$ cat src/hw/rtl/pvee_pkg.sv
`timescale 1ns / 1ps
`default_nettype none

package pvee_pkg;

  // Voice slots
  localparam int VOICES = 6;
  localparam int IDX_W  = (VOICES > 1) ? $clog2(VOICES) : 1;
  localparam int SLOT_W = 4;

  // Divider: quotients always fit 16 bits
  localparam int DIV_BITS = 16;
  localparam int DCNT_W   = $clog2(DIV_BITS);

  // Command codes
  localparam logic [1:0] CMD_TICK = 2'd0;
  localparam logic [1:0] CMD_ON   = 2'd1;
  localparam logic [1:0] CMD_OFF  = 2'd2;

  // Slot modes
  localparam logic [1:0] MODE_OFF = 2'd0;
  localparam logic [1:0] MODE_ON  = 2'd1;
  localparam logic [1:0] MODE_REL = 2'd2;

  // Register indexes
  localparam int REG_IDX_W = 3;
  localparam logic [REG_IDX_W-1:0] REG_ATTACK  = 3'd0;
  localparam logic [REG_IDX_W-1:0] REG_PEAK    = 3'd1;
  localparam logic [REG_IDX_W-1:0] REG_DECAY   = 3'd2;
  localparam logic [REG_IDX_W-1:0] REG_SUSTAIN = 3'd3;
  localparam logic [REG_IDX_W-1:0] REG_RELEASE = 3'd4;
  localparam int REG_DATA_W = 16;

  // Register reset values
  localparam logic [15:0] ATTACK_RST  = 16'd250;
  localparam logic [14:0] PEAK_RST    = 15'd29491;
  localparam logic [15:0] DECAY_RST   = 16'd5000;
  localparam logic [14:0] SUSTAIN_RST = 15'd6554;
  localparam logic [15:0] RELEASE_RST = 16'd10000;

  localparam logic [23:0] AGE_MAX = 24'hFFFFFF;
  localparam logic [15:0] RC_MAX  = 16'hFFFF;

  typedef struct packed {
    logic [1:0] cmd;
    logic [6:0] note;
  } in_t;

  typedef struct packed {
    logic [SLOT_W-1:0] slot;
    logic              active;
    logic [6:0]        voice_note;
    logic [14:0]       level;
    logic              last;
  } out_t;

  typedef struct packed {
    logic [1:0]  mode;
    logic [6:0]  pitch;
    logic [23:0] age;
    logic [15:0] rc;
    logic [14:0] held;
  } voice_t;

  typedef struct packed {
    logic             en;
    logic [IDX_W-1:0] idx;
    voice_t           data;
  } vf_wr_t;

  // Multiply-divide request: a * b / den
  typedef struct packed {
    logic [14:0] a;
    logic [15:0] b;
    logic [15:0] den;
  } md_req_t;

  typedef struct packed {
    logic        busy;
    logic        done;
    logic [15:0] quot;
  } md_stat_t;

endpackage

`default_nettype wire

$ cat src/hw/rtl/pvee_muldiv.sv
`timescale 1ns / 1ps
`default_nettype none

// Shared unit: a multiply step, then restoring divide, one bit per cycle.
module pvee_muldiv
  import pvee_pkg::*;
(
  input  wire logic     clk,
  input  wire logic     rst,
  input  wire logic     start,
  input  wire md_req_t  req,
  output md_stat_t      stat
);

  localparam logic [1:0] MD_IDLE = 2'd0;
  localparam logic [1:0] MD_MUL  = 2'd1;
  localparam logic [1:0] MD_DIV  = 2'd2;

  logic [1:0]        md_state;
  logic              done;
  logic [14:0]       a_q;
  logic [15:0]       b_q;
  logic [15:0]       den_q;
  logic [15:0]       rem;
  logic [15:0]       qsh;
  logic [DCNT_W-1:0] cnt;
  logic [30:0]       prod;
  logic [16:0]       trial;
  logic              qbit;
  logic [15:0]       rem_next;

  assign prod     = a_q * b_q;
  assign trial    = {rem, qsh[15]};
  assign qbit     = trial >= {1'b0, den_q};
  assign rem_next = qbit ? 16'(trial - {1'b0, den_q}) : trial[15:0];

  always_ff @(posedge clk) begin
    if (rst) begin
      md_state <= MD_IDLE;
      done     <= 1'b0;
    end else begin
      done <= 1'b0;
      case (md_state)
        MD_IDLE: begin
          if (start) begin
            md_state <= MD_MUL;
          end
        end
        MD_MUL: begin
          md_state <= MD_DIV;
        end
        MD_DIV: begin
          if (cnt == DCNT_W'(DIV_BITS - 1)) begin
            md_state <= MD_IDLE;
            done     <= 1'b1;
          end
        end
        default: begin
          md_state <= MD_IDLE;
        end
      endcase
    end
  end

  always_ff @(posedge clk) begin
    case (md_state)
      MD_IDLE: begin
        if (start) begin
          a_q   <= req.a;
          b_q   <= req.b;
          den_q <= req.den;
        end
      end
      MD_MUL: begin
        // high half is below den since the quotient fits 16 bits
        rem <= {1'b0, prod[30:16]};
        qsh <= prod[15:0];
        cnt <= '0;
      end
      MD_DIV: begin
        rem <= rem_next;
        qsh <= {qsh[14:0], qbit};
        cnt <= cnt + 1'b1;
      end
      default: begin
      end
    endcase
  end

  assign stat.busy = md_state != MD_IDLE;
  assign stat.done = done;
  assign stat.quot = qsh;

endmodule

`default_nettype wire

$ cat src/hw/rtl/pvee_voice_file.sv
`timescale 1ns / 1ps
`default_nettype none

// Per-slot state, one read and one write index.
module pvee_voice_file
  import pvee_pkg::*;
(
  input  wire logic             clk,
  input  wire logic             rst,
  input  wire logic [IDX_W-1:0] rd_idx,
  output voice_t                rd_data,
  input  wire vf_wr_t           wr
);

  voice_t slots [VOICES];

  assign rd_data = slots[rd_idx];

  always_ff @(posedge clk) begin
    if (rst) begin
      for (int i = 0; i < VOICES; i++) begin
        slots[i] <= '0;
      end
    end else if (wr.en) begin
      slots[wr.idx] <= wr.data;
    end
  end

endmodule

`default_nettype wire

$ cat src/hw/rtl/poly_voice_envelope_engine_core.sv
`timescale 1ns / 1ps
`default_nettype none

// Polyphonic ADSR envelope engine. Pulse start with an item while busy is low.
// A note-on scans the slots one per cycle and claims the first off slot, or
// steals the oldest one (ties to the lowest slot). A note-off releases
// matching sounding slots. A tick walks the slots
// and puts one result per slot on the result port, each for exactly one cycle
// with strobe high; the receiver cannot stall, so it must take every beat.
// A slot whose level needs a ramp uses the shared multiply/divide unit (a
// multiply step, then a restoring divide), so a slot takes longer with a ramp
// than without; a full tick walks every slot, the last beat showing in the
// same cycle that busy drops. Command code 3 is taken and ignored.
// Register writes go in at any edge with wr_en high; indexes beyond 4 are
// dropped. Write registers only while the block is idle.
module poly_voice_envelope_engine_core
  import pvee_pkg::*;
(
  input  wire logic                  clk,
  input  wire logic                  rst,
  input  wire logic                  start,
  input  wire in_t                   item,
  output logic                       busy,
  output logic                       strobe,
  output out_t                       result,
  input  wire logic                  wr_en,
  input  wire logic [REG_IDX_W-1:0]  wr_index,
  input  wire logic [REG_DATA_W-1:0] wr_data
);

  localparam logic [2:0] ST_IDLE     = 3'd0;
  localparam logic [2:0] ST_ON_SCAN  = 3'd1;
  localparam logic [2:0] ST_ON_WR    = 3'd2;
  localparam logic [2:0] ST_OFF_SCAN = 3'd3;
  localparam logic [2:0] ST_TK_EVAL  = 3'd4;
  localparam logic [2:0] ST_TK_WAIT  = 3'd5;
  localparam logic [2:0] ST_TK_OUT   = 3'd6;

  // how the quotient turns into the level
  localparam logic [1:0] FIN_Q   = 2'd0;
  localparam logic [1:0] FIN_SUB = 2'd1;
  localparam logic [1:0] FIN_ADD = 2'd2;

  // config registers
  logic [15:0] attack_samples;
  logic [14:0] attack_peak;
  logic [15:0] decay_samples;
  logic [14:0] sustain_level;
  logic [15:0] release_samples;

  // sequencer
  logic [2:0]       state;
  logic [2:0]       state_next;
  logic [IDX_W-1:0] idx;
  logic             idx_last;
  logic [6:0]       note_q;

  // note-on search
  logic             found;
  logic [IDX_W-1:0] pick;
  logic [23:0]      best_age;

  // level calc
  logic [14:0] lvl;
  logic [14:0] base;
  logic [1:0]  fin;

  // voice file
  logic [IDX_W-1:0] rd_idx;
  voice_t           v;
  vf_wr_t           wr;

  // shared unit
  logic     md_start;
  md_req_t  md_req;
  md_stat_t md_stat;

  // envelope decode of the slot being read
  logic [16:0] ad_sum;
  logic        in_attack;
  logic        in_decay;
  logic [15:0] x_dec;
  logic        peak_ge;
  logic [14:0] pk_diff;
  logic        rel_over;
  logic        act;
  out_t        result_next;

  assign busy     = state != ST_IDLE;
  assign idx_last = idx == IDX_W'(VOICES - 1);
  assign rd_idx   = (state == ST_ON_WR) ? pick : idx;

  pvee_voice_file u_vf (
    .clk     (clk),
    .rst     (rst),
    .rd_idx  (rd_idx),
    .rd_data (v),
    .wr      (wr)
  );

  pvee_muldiv u_md (
    .clk   (clk),
    .rst   (rst),
    .start (md_start),
    .req   (md_req),
    .stat  (md_stat)
  );

  // ---------------------------------------------------------------- config
  always_ff @(posedge clk) begin
    if (rst) begin
      attack_samples  <= ATTACK_RST;
      attack_peak     <= PEAK_RST;
      decay_samples   <= DECAY_RST;
      sustain_level   <= SUSTAIN_RST;
      release_samples <= RELEASE_RST;
    end else if (wr_en) begin
      case (wr_index)
        REG_ATTACK:  attack_samples  <= wr_data;
        REG_PEAK:    attack_peak     <= wr_data[14:0];
        REG_DECAY:   decay_samples   <= wr_data;
        REG_SUSTAIN: sustain_level   <= wr_data[14:0];
        REG_RELEASE: release_samples <= wr_data;
        default: begin
        end
      endcase
    end
  end

  // ------------------------------------------------------- envelope decode
  assign ad_sum    = {1'b0, attack_samples} + {1'b0, decay_samples};
  assign in_attack = v.age < {8'd0, attack_samples};
  assign in_decay  = {1'b0, v.age} < {8'd0, ad_sum};
  // only used inside decay, where age - attack < decay fits 16 bits
  assign x_dec     = v.age[15:0] - attack_samples;
  assign peak_ge   = sustain_level <= attack_peak;
  assign pk_diff   = peak_ge ? (attack_peak - sustain_level)
                             : (sustain_level - attack_peak);
  assign rel_over  = v.rc > release_samples;
  assign act       = v.mode != MODE_OFF;

  always_comb begin
    md_start   = 1'b0;
    md_req     = '0;
    state_next = state;
    case (state)
      ST_IDLE: begin
        if (start) begin
          case (item.cmd)
            CMD_ON:   state_next = ST_ON_SCAN;
            CMD_OFF:  state_next = ST_OFF_SCAN;
            CMD_TICK: state_next = ST_TK_EVAL;
            default:  state_next = ST_IDLE;
          endcase
        end
      end
      ST_ON_SCAN: begin
        if (idx_last) begin
          state_next = ST_ON_WR;
        end
      end
      ST_ON_WR: begin
        state_next = ST_IDLE;
      end
      ST_OFF_SCAN: begin
        if (idx_last) begin
          state_next = ST_IDLE;
        end
      end
      ST_TK_EVAL: begin
        state_next = ST_TK_OUT;
        if (v.mode == MODE_ON) begin
          if (in_attack) begin
            md_start   = 1'b1;
            md_req     = '{a: attack_peak, b: v.age[15:0], den: attack_samples};
            state_next = ST_TK_WAIT;
          end else if (in_decay) begin
            md_start   = 1'b1;
            md_req     = '{a: pk_diff, b: x_dec, den: decay_samples};
            state_next = ST_TK_WAIT;
          end
        end else if (v.mode == MODE_REL) begin
          if (!rel_over && release_samples != '0) begin
            md_start   = 1'b1;
            md_req     = '{a: v.held, b: v.rc, den: release_samples};
            state_next = ST_TK_WAIT;
          end
        end
      end
      ST_TK_WAIT: begin
        if (md_stat.done) begin
          state_next = ST_TK_OUT;
        end
      end
      ST_TK_OUT: begin
        state_next = idx_last ? ST_IDLE : ST_TK_EVAL;
      end
      default: begin
        state_next = ST_IDLE;
      end
    endcase
  end

  // ------------------------------------------------------------- sequencer
  always_ff @(posedge clk) begin
    if (rst) begin
      state <= ST_IDLE;
      idx   <= '0;
    end else begin
      state <= state_next;
      case (state)
        ST_IDLE:     idx <= '0;
        ST_ON_SCAN,
        ST_OFF_SCAN: idx <= idx_last ? '0 : idx + 1'b1;
        ST_TK_OUT:   idx <= idx_last ? '0 : idx + 1'b1;
        default: begin
        end
      endcase
    end
  end

  // search and level datapath
  always_ff @(posedge clk) begin
    case (state)
      ST_IDLE: begin
        note_q <= item.note;
        found  <= 1'b0;
      end
      ST_ON_SCAN: begin
        if (!found) begin
          if (v.mode == MODE_OFF) begin
            found <= 1'b1;
            pick  <= idx;
          end else if (idx == '0 || v.age > best_age) begin
            pick     <= idx;
            best_age <= v.age;
          end
        end
      end
      ST_TK_EVAL: begin
        fin  <= FIN_Q;
        base <= '0;
        lvl  <= '0;
        if (v.mode == MODE_ON) begin
          if (in_attack) begin
            fin <= FIN_Q;
          end else if (in_decay) begin
            fin  <= peak_ge ? FIN_SUB : FIN_ADD;
            base <= attack_peak;
          end else begin
            lvl <= sustain_level;
          end
        end else if (v.mode == MODE_REL) begin
          fin  <= FIN_SUB;
          base <= v.held;
          if (!rel_over && release_samples == '0) begin
            lvl <= v.held;
          end
        end
      end
      ST_TK_WAIT: begin
        if (md_stat.done) begin
          case (fin)
            FIN_SUB: lvl <= base - md_stat.quot[14:0];
            FIN_ADD: lvl <= base + md_stat.quot[14:0];
            default: lvl <= md_stat.quot[14:0];
          endcase
        end
      end
      default: begin
      end
    endcase
  end

  // ------------------------------------------------------------ write-back
  always_comb begin
    wr      = '0;
    wr.idx  = rd_idx;
    wr.data = v;
    case (state)
      ST_ON_WR: begin
        wr.en         = 1'b1;
        wr.data.mode  = MODE_ON;
        wr.data.pitch = note_q;
        wr.data.age   = '0;
        wr.data.rc    = '0;
      end
      ST_OFF_SCAN: begin
        if (act && v.pitch == note_q) begin
          wr.en        = 1'b1;
          wr.data.mode = MODE_REL;
          wr.data.rc   = '0;
        end
      end
      ST_TK_OUT: begin
        wr.en = act;
        if (v.mode == MODE_ON) begin
          wr.data.held = lvl;
        end
        if (v.mode == MODE_REL && rel_over) begin
          // release finished: slot goes off, counters stop
          wr.data.mode = MODE_OFF;
        end else begin
          if (v.age != AGE_MAX) begin
            wr.data.age = v.age + 1'b1;
          end
          if (v.mode == MODE_REL && v.rc != RC_MAX) begin
            wr.data.rc = v.rc + 1'b1;
          end
        end
      end
      default: begin
      end
    endcase
  end

  // ---------------------------------------------------------- result beat
  always_comb begin
    result_next.slot       = SLOT_W'(idx);
    result_next.active     = act;
    result_next.voice_note = act ? v.pitch : 7'd0;
    result_next.level      = lvl;
    result_next.last       = idx_last;
  end

  always_ff @(posedge clk) begin
    if (rst) begin
      strobe <= 1'b0;
    end else begin
      strobe <= state == ST_TK_OUT;
    end
  end

  always_ff @(posedge clk) begin
    if (state == ST_TK_OUT) begin
      result <= result_next;
    end
  end

  // ------------------------------------------------------------ assertions
  a_beat_from_out: assert property (@(posedge clk) disable iff (rst)
    strobe |-> $past(state) == ST_TK_OUT)
    else $error("result beat without a slot output step");

  a_last_ends_tick: assert property (@(posedge clk) disable iff (rst)
    (strobe && result.last) |-> !busy)
    else $error("sequencer still busy after the last slot beat");

  a_unit_idle: assert property (@(posedge clk) disable iff (rst)
    !busy |-> !md_stat.busy)
    else $error("shared unit running while sequencer is idle");

  a_wait_unit: assert property (@(posedge clk) disable iff (rst)
    (state == ST_TK_WAIT && !md_stat.done) |-> md_stat.busy)
    else $error("waiting on an idle shared unit");

endmodule

`default_nettype wire
$ cat config.mk
export PLATFORM = sky130hd
export DESIGN_NAME = poly_voice_envelope_engine_core
export DESIGN_NICKNAME = d
export VERILOG_FILES = /design/src/hw/rtl/pvee_pkg.sv /design/src/hw/rtl/pvee_muldiv.sv /design/src/hw/rtl/pvee_voice_file.sv /design/src/hw/rtl/poly_voice_envelope_engine_core.sv
export SDC_FILE = /design/constraint.sdc
export NUM_CORES = 2
export LEC_CHECK = 0
export BUFFER_PORTS_ARGS = -buffer_cell sky130_fd_sc_hd__buf_2
export CAP_MARGIN = 15
export CORE_MARGIN = 1.5
export CORE_UTILIZATION = 47
export CTS_BUF_LIST = sky130_fd_sc_hd__clkbuf_8 sky130_fd_sc_hd__clkbuf_16
export DETAILED_ROUTE_END_ITERATION = 12
export SLEW_MARGIN = 0
export SYNTH_ARGS = -nofsm -noshare
export SYNTH_HDL_FRONTEND = slang
export SYNTH_HIERARCHICAL = 1
export SYNTH_SLANG_ARGS = --single-unit
$ cat constraint.sdc
create_clock -name clk -period 12.65 [get_ports clk]
set_input_delay 3.1625 -clock clk [delete_from_list [all_inputs] [get_ports clk]]
set_output_delay 3.1625 -clock clk [all_outputs]
set_load 0.03 [all_outputs]
### Word-level counts from Yosys, hierarchy flattened

Memories as Yosys holds them, arrays and structs flattened.
Cells that the tools add are included.

* $mul: 1
* eq/ne operators: 29
* $add $sub $neg: 11
* multiplexer cells: 79
* $lt $le $gt $ge: 6
* bitwise gates (word level): 3
* reductions and logical operators: 36

Operators by type and width (count)
* $mux W47: 5
* $mux W15: 13
* $mux W64: 1
* $pmux W16 S2: 2
* $reduce_or A64 Y1: 1
* $pmux W15 S2: 2
* $mux W16: 3
* $pmux W16 S3: 1
* $pmux W24 S2: 1
* $sub A15 B15 Y15: 3
* $mux W40: 1
* $mux W3: 11
* $sub A16 B16 Y16: 2
* $mul A15 B16 Y31: 1
* $add A24 B1 Y24 const B: 1
* $gt A24 B24 Y1: 1
* $lt A24 B16 Y1: 1
* $lt A24 B17 Y1: 1
* $mux W2: 12
* $mux W24: 1
* $ne A24 B24 Y1 const B: 1
* $pmux W3 S6: 1
* $add A16 B16 Y17: 1
* $ge A17 B16 Y1: 1
* 39 further kinds: 97

* input bits: 32
* register bits: 265
* memory bits (writable): 384
* memories kept: 1

Memories
* u_vf.slots: depth 6, width 64, rd ports 1, clocked after memory_dff 0, write ports 6, RTL line pvee_voice_file.sv:15 `voice_t slots [VOICES];`

### Depth between registers and ports, before layout

An unclocked memory read counts as a cell.

* word-level depth: 12
* mapped depth: 27

### Hierarchy

The synthesis kept the hierarchy.

By module, submodules not included
* pvee_voice_file: area each 22733.1 µm², instances 1, cells an instance 1302
* poly_voice_envelope_engine_core: area each 14599.0 µm², instances 1, cells an instance 1744
* pvee_muldiv: area each 12015.3 µm², instances 1, cells an instance 1211

### Least setup slack after synthesis

OpenSTA, ideal clock, no wires.

* kind: flip-flop to flip-flop
* start: reg state[0]
* end: mem u_vf/slots[6][0] (netlist bit) (enable)
* setup slack: 3.665 ns
* clock period less this slack: 8.985 ns
* required time: 12.085 ns
* arrival: 8.420 ns
* buffers on the path: 5
* stages on the path, launching flop included: 20
* setup time: 0.565 ns
* path through: dfxtp_1 clkbuf_1 inv_1 nand2_1 nor2_1 mux2_2 clkbuf_1 buf_2 mux4_2 mux2_2 xor2_1 nor4_1 nand4_1 nor3_1 nor2_1 nor2_1 clkbuf_1 buf_2 nand2b_1 nor3_1

RTL lines
* start, declared: RTL line poly_voice_envelope_engine_core.sv:52 `logic [2:0] state;`
* start signal, assigned: RTL line poly_voice_envelope_engine_core.sv:210 `state <= state_next;`
* end, declared: RTL line pvee_voice_file.sv:15

==> reports/qor.yml <==
power_and_ir_drop:
  vdd_drop_max_mv: 0.381
  p_comb_frac: 0.590
  switching_share: 0.422
  p_sw_mw: 6.33
  p_clk_frac: 0.175
  power_density_nw_per_um2: 279
  internal_power_mw: 8.66
  seq_power_share: 0.235
  p_leak_nw: 20.5
place:
  dpl.hpwl_mm: 91.1
  dpl_cell_area_sq_um: 50800
  place_congestion: 0.930
  placement.io_buffers: 60
timing:
  period_share: 0.653
  maxSlewHeadroom: 0.233
  timing.fmax_mhz: 121
  setup_viol: 0
  finalClockSkew_ns: 0.0307
  hold_viol: 0
  finalMaxSlewViolations: 0
  worst_slew_pin_slew_ns: 1.15
  setup_tns_ns: 0
  grt_setup_unrepaired: "no"
  fin_crit_ns: 8.26
layout:
  layout.area.seq_sq_um: 22500
  multi_input_area_sq_um: 24300
  reg_top3: "u_vf/slots (512), result (27), best_age (24)"
  design_area_sq_um: 53800
  syn_to_final_growth_pct: 8.97
  largest_reg_flops: 512
  nFillCells: 9055
  top_register: "u_vf/slots"
  final_nets: 4672
  drive_above_1_share: 0.150
grt:
  grt_max_degree: 82
  overflow: 0
  grt_usage: 0.256
  grt_pass1_wl_mm: 209
  grt_pass1_vias: 34000
  grt_antenna_before_repair: 6
detailed_routing:
  avgViaCountPerCell: 5.96
  first_iter_violations: 3089
  wire_per_inst_um: 24.1
  antenna_left: 0
  first_pass_iters: 6
  num_vias: 33700
  drc_errors: 0
  drt-total-wl_mm: 137
synthesis:
  synth_fp_nets: 4728
  synth_cell_types: 93
  synth_area_leaders: "edfxtp_1, fa_1, ha_1"
  yosys.area.top_type: "edfxtp_1"
  postSynthCellCount: 4257
  yosys_warnings: 6
  synth_edf_count: 689
  yosysSeqAreaShare: 0.455
  synth_top_area_frac: 0.419
  synthFlopType: "edfxtp_1"
  netlist_area_sq_um: 49300
  ys_ff_latch: 777
  async_flop_share: 0
  syn_avg_cell_area_sq_um: 11.6
cts:
  clk_latency_ns: 0.67
  cts_resized: 0
  clock_sinks: 777
  cts_htree_levels: 3
  cts-hold-fix-buffers: 0
  cts-root-buf: "clkbuf_16"
  numCtsBuffers: 85
  cts_tree: "yes"
  post_cts_buffers: 0
  path_clk_slew_ns: 0.06
  clock_tree.buffer_depth: 3
outcome:
  status: "complete, no violations"
setup_path:
  worst-setup-path-type: "register to register"
  r2r_cells: 18
  cp_max_fo: 75
  r2r_end: "u_vf/slots[2][58]"
  end_kind: "register"
  cp_data_required_time_ns: 12.92
  critPathLaunch: "state[0]"
  worstPathArrival_ns: 8.53
  r2r-start: "state[0]"
  endpoint: "u_vf/slots[2][58]"
  start_kind: "register"
  regToRegSetupSlack_ns: 4.39
hold_path:
  hp-class: "register to register"
run:
  drv_cap: 0
die:
  ios: 62
  die_h_um: 327
  rows: 118
  start_util: 0.475
  core_sq_um: 104000
  die_area_sq_um: 107000
  die_w_um: 327
==> per-stage QoR <==
step	util	cells	setup WS [ns]	total power, mW	hold WS (ns)
after CTS	0.518	5651	4.10	15.1	0.475
final	0.518	5654	4.39	15.0	0.475
after detailed placement	0.489	5492	4.14	12.4	0.459
after floorplan	-	4257	3.66	10.4	0.420
after global routing	0.518	5654	3.87	16.3	0.484
after global placement	0.489	5492	4.29	12.4	0.448
==> layout by cell type (no fill, tap or decap), drive strengths merged, types with 19 or more instances in the layout <==
cell type	instances
mux2i	38
nand4	34
mux4	128
a32oi	27
a211o	21
o21ai	112
nand3b	89
nand2	328
mux2	112
ha	253
nand3	49
a22oi	34
a21o	69
a211oi	96
nor2	180
inv	444
edfxtp	689
nor3	306
and3	24
xor2	70
nor2b	20
fa	186
clkbuf	95
and2	166
buf	112
o21a	19
clkinv	26
a21oi	178
dfxtp	88
xnor2	57
==> power groups by stage <==
stage | Combinational, mW | Clock [mW] | Sequential [mW]
after floorplan | 6.85 | 0 | 3.51
after global placement | 8.82 | 0 | 3.58
after detailed placement | 8.83 | 0 | 3.57
after CTS | 8.94 | 2.65 | 3.52
after global routing | 10.0 | 2.75 | 3.54
final | 8.84 | 2.62 | 3.53
==> cell usage after synthesis (17+ instances only) <==
master and number:
mux4_2 128, dfxtp_1 88, buf_2 45, mux2_2 110
o21ai_0 105, a22oi_1 34, buf_1 23, nand3b_1 89
nor3_1 202, a211oi_1 94, xor2_1 70, nor3_2 104
nand2_1 328, mux2i_1 38, nand4_1 34, and3_1 24
and2_1 165, edfxtp_1 689, o21a_1 19, inv_1 422
ha_1 253, nor2b_1 20, a21oi_1 174, a32oi_1 27
buf_6 17, xnor2_1 57, a21o_1 69, clkbuf_1 160
nor2_1 180, fa_1 186, nand3_1 48, a211o_1 21
==> how the worst min path moves through the flow <==
| stage | start | to | cells after the start |
|---|---|---|---|
| 2_1_floorplan | lvl[9] | result[10] | 0 |
| 3_3_place_gp | lvl[2] | result[3] | 0 |
| 3_5_place_dp | lvl[0] | result[1] | 0 |
| 4_1_cts | lvl[2] | result[3] | 0 |
| 5_1_grt | lvl[2] | result[3] | 0 |
| 6_report | lvl[2] | result[3] | 0 |
==> critical path, stage by stage (launching register included) <==
cell,delay [ns]
dfxtp_1,0.39
inv_1,0.23
nand2_1,0.20
nor2_4,0.12
buf_4,0.47
mux2_8,0.71
buf_4,0.83
mux4_2,0.41
mux2_2,0.31
xor2_1,0.17
nor4_1,0.29
nand4_1,0.28
nor3_1,0.31
nor2_1,0.13
nor2_4,0.10
buf_4,0.51
or4b_4,0.82
o21bai_4,0.57
buf_4,0.82
==> per-layer routing <==
metal  global-route usage  routed length, um
met1                0.342              57500
met2                0.427              65800
met3               0.0307               8360
met4               0.0955               4880
met5                    0                 13
==> cells by family after synthesis <==
group,count (synthesis),synth area share
compound gates,685,0.0932
xor+xnor,127,0.0225
fa+ha+maj,439,0.140
buf+inv,679,0.0561
flops,777,0.455
mux,278,0.0917
other cells,1,0.0000760
simple gates,1271,0.142
==> cell type report <==
cell class                 instances  share of cell area
tap                             1380              0.0321
timing repair buffer             112              0.0132
multi-input combinational       2801               0.453
sequential                       777               0.418
antenna                            1           0.0000465
clock buffer                      95              0.0427
clock inverter                    64              0.0120
inverter                         424              0.0296
No activity file was read; power rests on OpenSTA's default activity.
